$ cat config.mk
export PLATFORM = sky130hd
export DESIGN_NAME = stack_bytecode_validator
export DESIGN_NICKNAME = d
export VERILOG_FILES = /design/src/sbv_pkg.sv /design/src/stack_bytecode_validator.sv /design/src/sbv_decode.sv
export SDC_FILE = /design/constraint.sdc
export NUM_CORES = 1
export LEC_CHECK = 0
export ABC_AREA = 1
export BUFFER_PORTS_ARGS = -buffer_cell sky130_fd_sc_hd__buf_4
export CAP_MARGIN = 10
export CORE_ASPECT_RATIO = 1.4
export CORE_MARGIN = 4
export CORE_UTILIZATION = 57
export CTS_BUF_LIST = sky130_fd_sc_hd__clkbuf_4 sky130_fd_sc_hd__clkbuf_8
export DETAILED_ROUTE_END_ITERATION = 16
export HOLD_SLACK_MARGIN = 0.08
export PLACE_DENSITY = 0.76
export SYNTH_ARGS = -nofsm -noshare
export SYNTH_HDL_FRONTEND = slang
export SYNTH_SLANG_ARGS = --single-unit
$ cat constraint.sdc
create_clock -name clk -period 6.2 [get_ports clk]
set_input_delay 1.86 -clock clk [delete_from_list [all_inputs] [get_ports clk]]
set_output_delay 1.86 -clock clk [all_outputs]
set_load 0.02 [all_outputs]
$ cat src/sbv_pkg.sv
// ----------------------------------------------------------------------------
// sbv_pkg
// Shared types and constants for the stack bytecode validator: opcodes,
// operation kinds, error codes, the decoder state and the result record.
// ----------------------------------------------------------------------------
package sbv_pkg;

  // Limits of the checked machine.
  localparam int STORE_SLOTS    = 64;
  localparam int STACK_LIMIT    = 255;
  localparam int MAX_CODE_BYTES = 65536;

  // Opcode byte values.
  localparam logic [7:0] OPC_STOP  = 8'h00;
  localparam logic [7:0] OPC_LOAD  = 8'h01;
  localparam logic [7:0] OPC_STORE = 8'h02;
  localparam logic [7:0] OPC_POP   = 8'h03;
  localparam logic [7:0] OPC_ADD   = 8'h04;
  localparam logic [7:0] OPC_SUB   = 8'h05;
  localparam logic [7:0] OPC_DUP   = 8'h06;

  typedef enum logic [2:0] {
    KIND_STOP  = 3'd0,
    KIND_LOAD  = 3'd1,
    KIND_STORE = 3'd2,
    KIND_POP   = 3'd3,
    KIND_ADD   = 3'd4,
    KIND_SUB   = 3'd5,
    KIND_DUP   = 3'd6
  } op_kind_t;

  typedef enum logic [2:0] {
    ERR_OK        = 3'd0,
    ERR_UNKNOWN   = 3'd1,
    ERR_UNDERFLOW = 3'd2,
    ERR_MISSING   = 3'd3,
    ERR_STORE_IDX = 3'd4,
    ERR_NO_STOP   = 3'd5,
    ERR_OVERFLOW  = 3'd6
  } err_t;

  // Which opcode, if any, is waiting for its argument byte.
  typedef enum logic [1:0] {
    PEND_NONE  = 2'd0,
    PEND_LOAD  = 2'd1,
    PEND_STORE = 2'd2
  } pend_t;

  typedef struct packed {
    logic        halted;
    pend_t       pend;
    logic [15:0] pend_off;
    logic [7:0]  depth;
    logic [7:0]  max_depth;
    logic [15:0] pos;
  } state_t;

  typedef struct packed {
    err_t        err;
    logic [7:0]  peak;
    logic [15:0] offset;
    logic [7:0]  depth_in;
    logic [7:0]  index;
    op_kind_t    kind;
  } result_t;

endpackage

$ cat src/stack_bytecode_validator.sv
// ----------------------------------------------------------------------------
// stack_bytecode_validator
// Checks a stack-machine bytecode program arriving one byte per beat.
// ----------------------------------------------------------------------------
// Usage:
//   Input stream (s_*): one bytecode byte per beat in s_tdata, s_tuser set on
//   the first byte of a program, s_tlast set on its last byte.
//   Output stream (m_*): one beat per completed op or per error, carrying the
//   op kind, its argument, the depth before it, its opcode offset, the peak
//   depth so far and an error code. After an error or a STOP the block drops
//   bytes silently until the next first byte.
//   Path: a byte that completes a result waits in the input register, is
//   decoded in a single pass and its result is captured in the result register.
//   Throughput: one byte per cycle while no stall holds the input register.
//   Stalls: while the result register is full and m_tready is low, a byte
//   that would produce a result waits in the input register and s_tready
//   falls; bytes producing no result still pass.
//   Reset: rst clears the decoder state as for a fresh program and empties
//   both registers.
// ----------------------------------------------------------------------------
module stack_bytecode_validator (
  input  logic        clk,
  input  logic        rst,
  input  logic        s_tvalid,
  output logic        s_tready,
  input  logic [7:0]  s_tdata,   // [7:0] code_byte
  input  logic        s_tuser,   // [0] first_byte
  input  logic        s_tlast,   // last_byte
  output logic        m_tvalid,
  input  logic        m_tready,
  output logic [47:0] m_tdata    // [2:0] op_kind, [10:3] op_index,
                                 // [18:11] depth_before, [34:19] op_offset,
                                 // [42:35] peak_depth, [45:43] error_code
);
  import sbv_pkg::*;

  logic       in_valid;
  logic [7:0] in_code;
  logic       in_first;
  logic       in_last;
  state_t     st;
  state_t     st_next;
  result_t    res;
  logic       res_valid;
  result_t    out_res;
  logic       out_valid;
  logic       out_free;
  logic       in_consume;

  // Single decode pass over the registered byte.
  sbv_decode u_decode (
    .code      (in_code),
    .first     (in_first),
    .last      (in_last),
    .st        (st),
    .nx        (st_next),
    .res       (res),
    .res_valid (res_valid)
  );

  // Handshake between the input register and the result register.
  assign out_free   = !out_valid || m_tready;
  assign in_consume = in_valid && (!res_valid || out_free);
  assign s_tready   = !in_valid || in_consume;

  // Control registers.
  always_ff @(posedge clk) begin
    if (rst) begin
      in_valid  <= 1'b0;
      out_valid <= 1'b0;
      st        <= '0;
    end else begin
      if (s_tready) begin
        in_valid <= s_tvalid;
      end
      if (in_consume) begin
        st <= st_next;
      end
      if (in_consume && res_valid) begin
        out_valid <= 1'b1;
      end else if (m_tready) begin
        out_valid <= 1'b0;
      end
    end
  end

  // Payload registers.
  always_ff @(posedge clk) begin
    if (s_tvalid && s_tready) begin
      in_code  <= s_tdata;
      in_first <= s_tuser;
      in_last  <= s_tlast;
    end
    if (in_consume && res_valid) begin
      out_res <= res;
    end
  end

  assign m_tvalid = out_valid;
  assign m_tdata  = {2'b00, out_res};

  // A halted decoder never waits for an argument.
  a_halt_no_pend: assert property (@(posedge clk) disable iff (rst)
    st.halted |-> st.pend == PEND_NONE)
    else $error("halted decoder with a pending argument");

  // The recorded peak never trails the live depth.
  a_peak_covers_depth: assert property (@(posedge clk) disable iff (rst)
    st.depth <= st.max_depth)
    else $error("stack depth above recorded peak");

  // Every reported op starts from a depth within the peak.
  a_result_peak: assert property (@(posedge clk) disable iff (rst)
    out_valid |-> out_res.peak >= out_res.depth_in)
    else $error("result peak below depth before op");

  // An error or a STOP leaves the decoder halted.
  a_halt_after_end: assert property (@(posedge clk) disable iff (rst)
    (in_consume && res_valid && (res.err != ERR_OK || res.kind == KIND_STOP))
      |=> st.halted)
    else $error("decoder not halted after error or STOP");

endmodule

$ cat src/sbv_decode.sv
// ----------------------------------------------------------------------------
// sbv_decode
// Single-pass decode of one bytecode byte: works out the next decoder state
// and, for a completed op or an error, the result record.
// ----------------------------------------------------------------------------
module sbv_decode (
  input  logic             [7:0] code,
  input  logic                   first,
  input  logic                   last,
  input  sbv_pkg::state_t        st,
  output sbv_pkg::state_t        nx,
  output sbv_pkg::result_t       res,
  output logic                   res_valid
);
  import sbv_pkg::*;

  state_t     e;
  logic       last_eff;
  logic [7:0] depth_n;
  op_kind_t   kind;
  err_t       err;
  logic       emit;

  always_comb begin
    // A first byte starts from a cleared state.
    e        = first ? '0 : st;
    nx       = e;
    last_eff = last || ({1'b0, e.pos} >= 17'(MAX_CODE_BYTES - 1));
    depth_n  = e.depth;
    kind     = KIND_STOP;
    err      = ERR_OK;
    emit     = 1'b0;
    res      = '0;

    if (!e.halted) begin
      nx.pos       = e.pos + 16'd1;
      emit         = 1'b1;
      res.depth_in = e.depth;
      res.offset   = e.pos;

      case (e.pend)
        PEND_LOAD: begin
          kind       = KIND_LOAD;
          res.index  = code;
          res.offset = e.pend_off;
          if (e.depth >= 8'(STACK_LIMIT)) begin
            err = ERR_OVERFLOW;
          end else begin
            depth_n = e.depth + 8'd1;
          end
        end
        PEND_STORE: begin
          kind       = KIND_STORE;
          res.index  = code;
          res.offset = e.pend_off;
          if ({1'b0, code} >= 9'(STORE_SLOTS)) begin
            err = ERR_STORE_IDX;
          end
        end
        default: begin
          case (code)
            OPC_STOP: begin
              kind = KIND_STOP;
            end
            OPC_LOAD: begin
              kind = KIND_LOAD;
              if (last_eff) begin
                err = ERR_MISSING;
              end else begin
                emit = 1'b0;
              end
            end
            OPC_STORE: begin
              kind = KIND_STORE;
              if (e.depth == 8'd0) begin
                err = ERR_UNDERFLOW;
              end else if (last_eff) begin
                err = ERR_MISSING;
              end else begin
                emit = 1'b0;
              end
            end
            OPC_POP: begin
              kind = KIND_POP;
              if (e.depth == 8'd0) begin
                err = ERR_UNDERFLOW;
              end else begin
                depth_n = e.depth - 8'd1;
              end
            end
            OPC_ADD, OPC_SUB: begin
              kind = (code == OPC_ADD) ? KIND_ADD : KIND_SUB;
              if (e.depth <= 8'd1) begin
                err = ERR_UNDERFLOW;
              end else begin
                depth_n = e.depth - 8'd1;
              end
            end
            OPC_DUP: begin
              kind = KIND_DUP;
              if (e.depth == 8'd0) begin
                err = ERR_UNDERFLOW;
              end else if (e.depth >= 8'(STACK_LIMIT)) begin
                err = ERR_OVERFLOW;
              end else begin
                depth_n = e.depth + 8'd1;
              end
            end
            default: begin
              kind = KIND_STOP;
              err  = ERR_UNKNOWN;
            end
          endcase
        end
      endcase

      if (emit) begin
        // The op is complete: update depth and peak, and after an error or a STOP close the program.
        nx.pend  = PEND_NONE;
        nx.depth = depth_n;
        if (err == ERR_OK && depth_n > e.max_depth) begin
          nx.max_depth = depth_n;
        end
        if (err == ERR_OK && kind != KIND_STOP && last_eff) begin
          err = ERR_NO_STOP;
        end
        if (err != ERR_OK || kind == KIND_STOP) begin
          nx.halted = 1'b1;
        end
      end else begin
        // The opcode waits for its argument byte.
        nx.pend     = (kind == KIND_LOAD) ? PEND_LOAD : PEND_STORE;
        nx.pend_off = e.pos;
      end

      res.kind = kind;
      res.err  = err;
      res.peak = nx.max_depth;
    end

    res_valid = emit;
  end

endmodule
==> results of run 1 <==
## where the power goes
part	total [W]	internal, W	leakage (nW)	switching [W]
Combinational	0.000180	0.0000569	2.06	0.000123
Sequential	0.000811	0.000790	0.967	0.0000208
Clock	0.000418	0.000160	0.0889	0.000259
## per-stage QoR
step                hold slack [ps]  cells
global placement                450    985
global route                    491   1001
CTS                             469   1001
finish                          467   1001
detailed placement              453    985
floorplan                       439    816
## kinds of logic after synthesis
kind of cell / Yosys count / share of synthesized area
compound gates: 184 / 0.164
xor+xnor: 24 / 0.0340
fa+ha+maj: 15 / 0.0303
buf+inv: 134 / 0.0922
flops: 109 / 0.443
other cells: 1 / 0.000606
simple gates: 348 / 0.236
## worst max path at each step
| stage | cells past startpoint | to | slack (ps) |
|---|---|---|---|
| 3_3_place_gp | 16 | m_tdata[2]$_SDFFCE_PP0P_ | 1490 |
| 3_5_place_dp | 16 | m_tdata[39]$_SDFFCE_PP0P_ | 1310 |
| 6_report | 12 | s_tready | 900 |
| 4_1_cts | 12 | s_tready | 890 |
| 5_1_grt | 12 | s_tready | 630 |
| 2_1_floorplan | 12 | s_tready | 1640 |
## registers in the layout, indices dropped and copies added, names as in the netlist
register,cells
in_valid,1
m_tdata,46
in_code,8
in_first,1
m_tvalid,1
in_last,1
st,51
## layout by cell type, fill, tap and decap left out, types with 5 or more instances in the layout
master / synthesis / layout
nor2_1: 85 / 85
inv_1: 89 / 88
nand3_1: 32 / 32
nand2_1: 200 / 200
a21oi_1: 92 / 92
inv_2: 4 / 5
edfxtp_1: 56 / 56
clkbuf_8: 0 / 10
dfxtp_1: 53 / 53
ha_1: 15 / 15
nand4_1: 7 / 7
buf_4: 6 / 69
o22ai_1: 11 / 11
o21ai_0: 56 / 56
xor2_1: 22 / 22
## critical path: stages, from the launching register on
cell      delay [ps]
edfxtp_1         710
inv_2            230
nand2_1          140
inv_1             50
ha_1             610
clkinv_1         180
buf_4            240
nor2_1           170
inv_1             90
nor2_4           210
nor2_4            80
nand4_1          170
buf_4            160
## per-layer routing
layer  GRT usage  share of wire  up-vias
met5           0              0        -
li1            -              -     2770
met4       0.145          0.041        0
met3      0.0503          0.059       58
met1       0.316           0.39     2694
met2       0.459           0.51      247
## area by class of cell
class	instances	area (µm²)
clock buffers	10	138
clock inverters	6	46.3
flip-flops and latches	109	2740
well taps	138	173
multi-input cells	573	2880
fillers	929	3660
inverters	96	360
repair buffers	69	518
==> results.ini, run 1 <==
[cts]
cts_buffers = 9
htreeDepth = 3
cts_buffer_depth = 2
clock_sinks = 109
cts_tree = yes
hold_buffers = 0
root_buffer = clkbuf_8
insertion_delay_ps = 380
post_cts_buffers = 0
clk_transition_reported_paths_ps = 100
post_cts_resized = 0

[timing]
maxSlewHeadroom = 0.200
finalHoldViolCount = 0
worst_slack_ps = 903
fin_crit_ps = 5300
maxSlewViolCount = 0
tns_ps = 0
worstMarginPinSlew_ps = 1200
finalSetupViolCount = 0
skew_ps = 9.31
post-route-period-util = 0.854
fmax_ghz = 0.189
rsz0062_at_grt = no

[placement]
dpl_cell_area_um2 = 6670
gp_congestion = 0.943
pre_cts_slack_ps = 1310
place_hpwl_um = 11700
port_buffers = 61

[global_routing]
grt_start_max_net_pins = 37
track_usage = 0.271
grt_pass1_vias = 5658
antenna_found_initial = 0
grt_overflow = 0
grt_pass1_wl_um = 27000

[critical_path]
r2r_end = m_tdata[39]$_SDFFCE_PP0P_
cp-end-kind = output pin
r2r-start = in_first$_DFFE_PP_
arrival_ps = 3440
cp_max_fo = 19
startpoint = in_first$_DFFE_PP_
reg2reg_depth = 16
r2r_slack_ps = 1240
worst_setup_path_start_kind = flip-flop
critPathKind = reg -> out
required_ps = 4340

[yosys]
synth_top_area_frac = 0.272
syn_avg_cell_area_um2 = 7.59
yosysSeqAreaShare = 0.443
synth_cell_types = 40
synth_seq_cells = 109
synth_edf_count = 56
syn_area_um2 = 6190
netlist_instances = 815
yosysMostFrequentCell = nand2_1
yosys_warnings = 0
async_flop_share = 0
yosysTopAreaCell = edfxtp_1
synth_ff_type = edfxtp_1
synth.top_cells.by_count = nand2_1, a21oi_1, inv_1
synth.area.top_cells = edfxtp_1, dfxtp_1, nand2_1

[floorplan]
io_pins = 64
dieArea_um2 = 12600
die_h_um = 131
die_w_um = 96.1
rows = 44
start_util = 0.588
core_um2 = 10500

[routing]
firstDrtPassIters = 5
drt-wirelength-per-cell_um = 16.5
vias = 5769
wl_um = 16600
via_per_inst = 5.76
final_antenna_net_count = 0
drc = 0
drtIter0Drc = 473

[final_layout]
antenna_cells = 0
drive_above_1_share = 0.127
fin_nets = 887
design_area_um2 = 6860
fin_util = 0.652
synthToLayoutAreaGrowth_pct = 10.8

[power]
finalPower_w = 0.00141
total_leakage_power_nw = 3.12
vdd_drop_max_mv = 0.127
pwr_density_cell_nw_per_um2 = 206

[hold_path]
hold_path_depth = 2
hold_class = reg -> reg
holdPathEnd = st[39]$_SDFFE_PP0P_
hold_start = st[39]$_SDFFE_PP0P_

[run_status]
status = finished clean

[run]
maxCapViolCount = 0

(Power assumes the default switching activity.)
==> run 2, diff against run 1 <==
- CORE_ASPECT_RATIO: 1.4 -> default
==> run 2 against run 1 <==
  * Maximum frequency down 3.2%
  * Combinational power is essentially flat
  * Clock skew rose by 7.0 ps
  * Non-clock buffer count down 2
  * Clock-buffer cell count shrank 1
  * Critical endpoint unchanged
==> results.ini, run 2 (same netlist as run 1, synthesis figures left out) <==
[routing]
drc = 0  ; unchanged
via_per_inst = 5.66  ; -1.8%
vias = 5643  ; -2.2%
final_antenna_net_count = 0  ; unchanged
firstDrtPassIters = 5  ; unchanged
drt-wirelength-per-cell_um = 16.3  ; -1.8%
drtIter0Drc = 526  ; +11%
wl_um = 16200  ; -2.2%

[floorplan]
dieArea_um2 = 12600  ; -0.19%
die_h_um = 112  ; -15%
die_w_um = 112  ; +17%
core_um2 = 10500  ; -0.50%
io_pins = 64  ; unchanged
rows = 37  ; -16%
start_util = 0.591  ; +0.00296

[hold_path]
hold_class = reg -> reg
holdPathEnd = st[40]$_SDFFE_PP0P_
hold_path_depth = 2  ; unchanged
hold_start = st[40]$_SDFFE_PP0P_

[global_routing]
track_usage = 0.262  ; -0.00902
antenna_found_initial = 0  ; unchanged
grt_overflow = 0  ; unchanged
grt_pass1_vias = 5529  ; -2.3%
grt_start_max_net_pins = 57  ; +54%
grt_pass1_wl_um = 26700  ; -0.97%

[timing]
tns_ps = 0  ; unchanged
finalSetupViolCount = 0  ; unchanged
fin_crit_ps = 5470  ; +173 ps
worstMarginPinSlew_ps = 1040  ; -156 ps
post-route-period-util = 0.882  ; +0.0279
rsz0062_at_grt = no
maxSlewHeadroom = 0.306  ; +0.106
maxSlewViolCount = 0  ; unchanged
finalHoldViolCount = 0  ; unchanged
skew_ps = 16.3  ; +6.99 ps
fmax_ghz = 0.183  ; -3.2%

[critical_path]
required_ps = 4340  ; about the same
arrival_ps = 3610  ; +170 ps
r2r-start = in_first$_DFFE_PP_
critPathKind = reg -> out
r2r_slack_ps = 1140  ; -100 ps
cp_max_fo = 33  ; +14
worst_setup_path_start_kind = flip-flop
startpoint = in_first$_DFFE_PP_
cp-end-kind = output pin
r2r_end = st[1]$_SDFFE_PP0P_
reg2reg_depth = 16  ; unchanged

[cts]
post_cts_resized = 0  ; unchanged
hold_buffers = 0  ; unchanged
cts_buffer_depth = 2  ; unchanged
clock_sinks = 109  ; unchanged
cts_tree = yes
htreeDepth = 3  ; unchanged
post_cts_buffers = 0  ; unchanged
root_buffer = clkbuf_8
insertion_delay_ps = 400  ; +20 ps
cts_buffers = 9  ; unchanged
clk_transition_reported_paths_ps = 100  ; about the same

[placement]
gp_congestion = 0.968  ; +2.7%
dpl_cell_area_um2 = 6650  ; -0.26%
port_buffers = 61  ; unchanged
place_hpwl_um = 11100  ; -5.2%
dp_cells = 981  ; -0.41%

[final_layout]
final_common_cell = nand2_1
regMostFlops = st
fill_cells = 950  ; +2.3%
antenna_cells = 0  ; unchanged
layout_common_cells = nand2_1, a21oi_1, inv_1, nor2_1, buf_4
synthToLayoutAreaGrowth_pct = 11.1
design_area_um2 = 6880  ; +0.29%
drive_above_1_share = 0.125  ; -0.00203
multi_input_area_um2 = 2880  ; unchanged
final_cells = 997  ; -0.40%
largest_register_ffs = 51  ; unchanged
seq_area_um2 = 2740  ; unchanged
fin_nets = 885  ; -0.23%
fin_util = 0.657  ; +0.00519

[power]
finalPower_w = 0.00148  ; +4.9%
vdd_drop_max_mv = 0.224  ; +76%
total_leakage_power_nw = 3.12  ; +0.25%
pwr_density_cell_nw_per_um2 = 215  ; +4.6%

[run]
maxCapViolCount = 0  ; unchanged

[run_status]
status = finished clean

## run 2: area by class of cell
cell class	instances	share of cell area
tap	136	0.0247
multi-input combinational	573	0.419
inverter	96	0.0524
timing repair buffer	67	0.0732
clock buffer	9	0.0180
sequential	109	0.399
clock inverter	7	0.0142
## run 2: routing by layer
metal  routed length, µm  up-vias  track usage
li1                    -     2763            -
met5                   0        -            0
met2                7780      198        0.429
met1                6960     2646        0.338
met4                 405        0       0.0889
met3                1050       36       0.0690
## run 2: report_power, final
group | leakage, nW | internal (W) | total [W] | switching (W)
combinational | 2.05 | 0.0000561 | 0.000179 | 0.000123
clock | 0.106 | 0.000229 | 0.000489 | 0.000260
sequential | 0.967 | 0.000790 | 0.000810 | 0.0000196
## run 2: per-stage QoR
step / worst slack, ps / hold slack [ps]
4_1_cts: 731 / 471
3_3_place_gp: 1250 / 448
5_1_grt: 384 / 501
6_report: 730 / 470
3_5_place_dp: 1170 / 456
2_1_floorplan: 1640 / 439
## run 2: worst max-delay path by stage
stage,end,depth (start not counted)
global route,s_tready,12
global placement,m_tdata[36]$_SDFFCE_PP0P_,23
floorplan,s_tready,12
detailed placement,s_tready,12
CTS,s_tready,12
finish,s_tready,12
## run 2: worst max-delay path, stage by stage (launching register included)
cell      delay [ps]
edfxtp_1         730
inv_2            270
nand2_1          140
inv_1             50
ha_1             590
clkinv_1         250
buf_4            300
nor2_1           170
inv_1             90
nor2_4           180
nor2_4            70
nand4_1          160
buf_4            180
==> run 3, diff against run 2 <==
- CTS_CLUSTER_DIAMETER: default -> 150
- MAX_ROUTING_LAYER: default -> met4
==> run 3 against run 2 <==
  * Via count down 0.55%
  * Sequential share of layout area up 0.16 points
  * Cell count unchanged
  * Largest cell class unchanged
==> results.ini, run 3 (same netlist as run 1, synthesis figures left out) <==
[run_status]
status = finished clean

[cts]
cts_buffers = 9  ; unchanged
cts_tree = yes
root_buffer = clkbuf_8
insertion_delay_ps = 390  ; about the same
clk_transition_reported_paths_ps = 100  ; about the same
clock_sinks = 109  ; unchanged
htreeDepth = 3  ; unchanged
cts_buffer_depth = 2  ; unchanged
post_cts_buffers = 0  ; unchanged
hold_buffers = 0  ; unchanged
post_cts_resized = 0  ; unchanged

[timing]
post-route-period-util = 0.861  ; -0.0216
maxSlewViolCount = 0  ; unchanged
hold_ws_ps = 466  ; -4.07 ps
skew_ps = 7.37  ; -8.93 ps
maxSlewHeadroom = 0.273  ; -0.0336
worstMarginPinSlew_ps = 1090  ; +50.3 ps
fmax_ghz = 0.187  ; +2.5%
finalSetupViolCount = 0  ; unchanged
fin_crit_ps = 5340  ; -134 ps
rsz0062_at_grt = no
tns_ps = 0  ; unchanged
finalHoldViolCount = 0  ; unchanged

[critical_path]
startpoint = in_first$_DFFE_PP_
r2r_end = m_tdata[36]$_SDFFCE_PP0P_
arrival_ps = 3480  ; -130 ps
required_ps = 4340  ; about the same
cp-end-kind = output pin
r2r_slack_ps = 1240  ; +100 ps
reg2reg_depth = 23  ; +7
cp_max_fo = 15  ; -55%
r2r-start = in_first$_DFFE_PP_
endpoint = s_tready
critPathKind = reg -> out
worst_setup_path_start_kind = flip-flop

[routing]
wl_um = 16200  ; about the same
vias = 5612  ; -0.55%
via_per_inst = 5.63  ; -0.55%
final_antenna_net_count = 0  ; unchanged
drt-wirelength-per-cell_um = 16.3  ; about the same
drtIter0Drc = 551  ; +4.8%
drc = 0  ; unchanged
firstDrtPassIters = 5  ; unchanged

[floorplan]
rows = 37  ; unchanged
io_pins = 64  ; unchanged
core_um2 = 10500  ; unchanged
die_w_um = 112  ; unchanged
die_h_um = 112  ; unchanged
start_util = 0.591  ; unchanged
dieArea_um2 = 12600  ; unchanged

[power]
switching_share = 0.275  ; +0.00216
pwr_density_cell_nw_per_um2 = 209  ; -2.8%
power_frac_clock = 0.310  ; -0.021
internal_power_w = 0.00104  ; -3.5%
seq_power_share = 0.566  ; +0.018
vdd_drop_max_mv = 0.179  ; -20%
total_leakage_power_nw = 3.12  ; -0.29%
switchingPower_w = 0.000393  ; -2.4%
power_frac_comb = 0.124  ; +0.003

[final_layout]
seq_area_um2 = 2740  ; unchanged
layout_common_cells = nand2_1, a21oi_1, inv_1, nor2_1, buf_4
fin_nets = 885  ; unchanged
fill_cells = 902  ; -5.1%
largest_register_ffs = 51  ; unchanged
antenna_cells = 0  ; unchanged
drive_above_1_share = 0.123  ; -0.00232
regMostFlops = st
multi_input_area_um2 = 2880  ; unchanged
final_common_cell = nand2_1
synthToLayoutAreaGrowth_pct = 10.7

[global_routing]
grt_overflow = 0  ; unchanged
grt_pass1_wl_um = 26700  ; about the same
grt_pass1_vias = 5301  ; -4.1%
track_usage = 0.272  ; +0.0101
grt_start_max_net_pins = 57  ; unchanged
antenna_found_initial = 0  ; unchanged

[placement]
place_hpwl_um = 11300  ; +1.7%
port_buffers = 61  ; unchanged
gp_congestion = 0.935  ; -3.4%

[hold_path]
hold_class = reg -> reg

[run]
maxCapViolCount = 0  ; unchanged

==> run 3: routing by layer <==
| layer | GRT usage | part of all wire |
|---|---|---|
| met3 | 0.0372 | 0.064 |
| met1 | 0.355 | 0.44 |
| met5 | - | 0 |
| met2 | 0.433 | 0.48 |
| met4 | 0.104 | 0.018 |
==> run 3: area by class of cell <==
cell class | count | area share
repair buffers | 67 | 0.0735
flip-flops and latches | 109 | 0.401
clock buffers | 10 | 0.0192
multi-input cells | 573 | 0.420
clock inverters | 6 | 0.00914
well taps | 136 | 0.0248
inverters | 96 | 0.0526
==> run 3: through the flow <==
step	cell area, µm²	setup WS [ps]	std cells	total power (W)	util
6_report	6850	864	997	0.00143	0.655
3_5_place_dp	6650	1300	981	0.00100	0.636
4_1_cts	6850	892	997	0.00143	0.655
3_3_place_gp	6650	1420	981	0.00100	0.636
2_1_floorplan	6190	1640	816	0.000947	-
5_1_grt	6850	595	997	0.00150	0.655
==> run 3: power by group through the flow <==
stage	combinational (W)	sequential, W	clock, W
global placement	0.000175	0.000825	0
global route	0.000197	0.000814	0.000487
finish	0.000178	0.000810	0.000443
CTS	0.000178	0.000810	0.000447
detailed placement	0.000177	0.000826	0
floorplan	0.000109	0.000838	0
==> run 3: worst min path at each step <==
stage,from,end,cells after the start
3_5_place_dp,st[37]$_SDFFE_PP0P_,st[37]$_SDFFE_PP0P_,2
5_1_grt,st[40]$_SDFFE_PP0P_,st[40]$_SDFFE_PP0P_,2
4_1_cts,st[37]$_SDFFE_PP0P_,st[37]$_SDFFE_PP0P_,2
3_3_place_gp,st[36]$_SDFFE_PP0P_,st[36]$_SDFFE_PP0P_,2
6_report,st[39]$_SDFFE_PP0P_,st[39]$_SDFFE_PP0P_,2
2_1_floorplan,st[32]$_SDFFE_PP0P_,st[32]$_SDFFE_PP0P_,2
==> run 3: worst max-delay path: stages (launching register included) <==
cell and delay (ps):
edfxtp_1 760, inv_2 300, nand2_1 160, inv_1 50, ha_1 590, clkinv_1 280
nor2_1 190, inv_1 90, nor2_4 200, nor2_4 80, nand4_1 180, buf_4 180
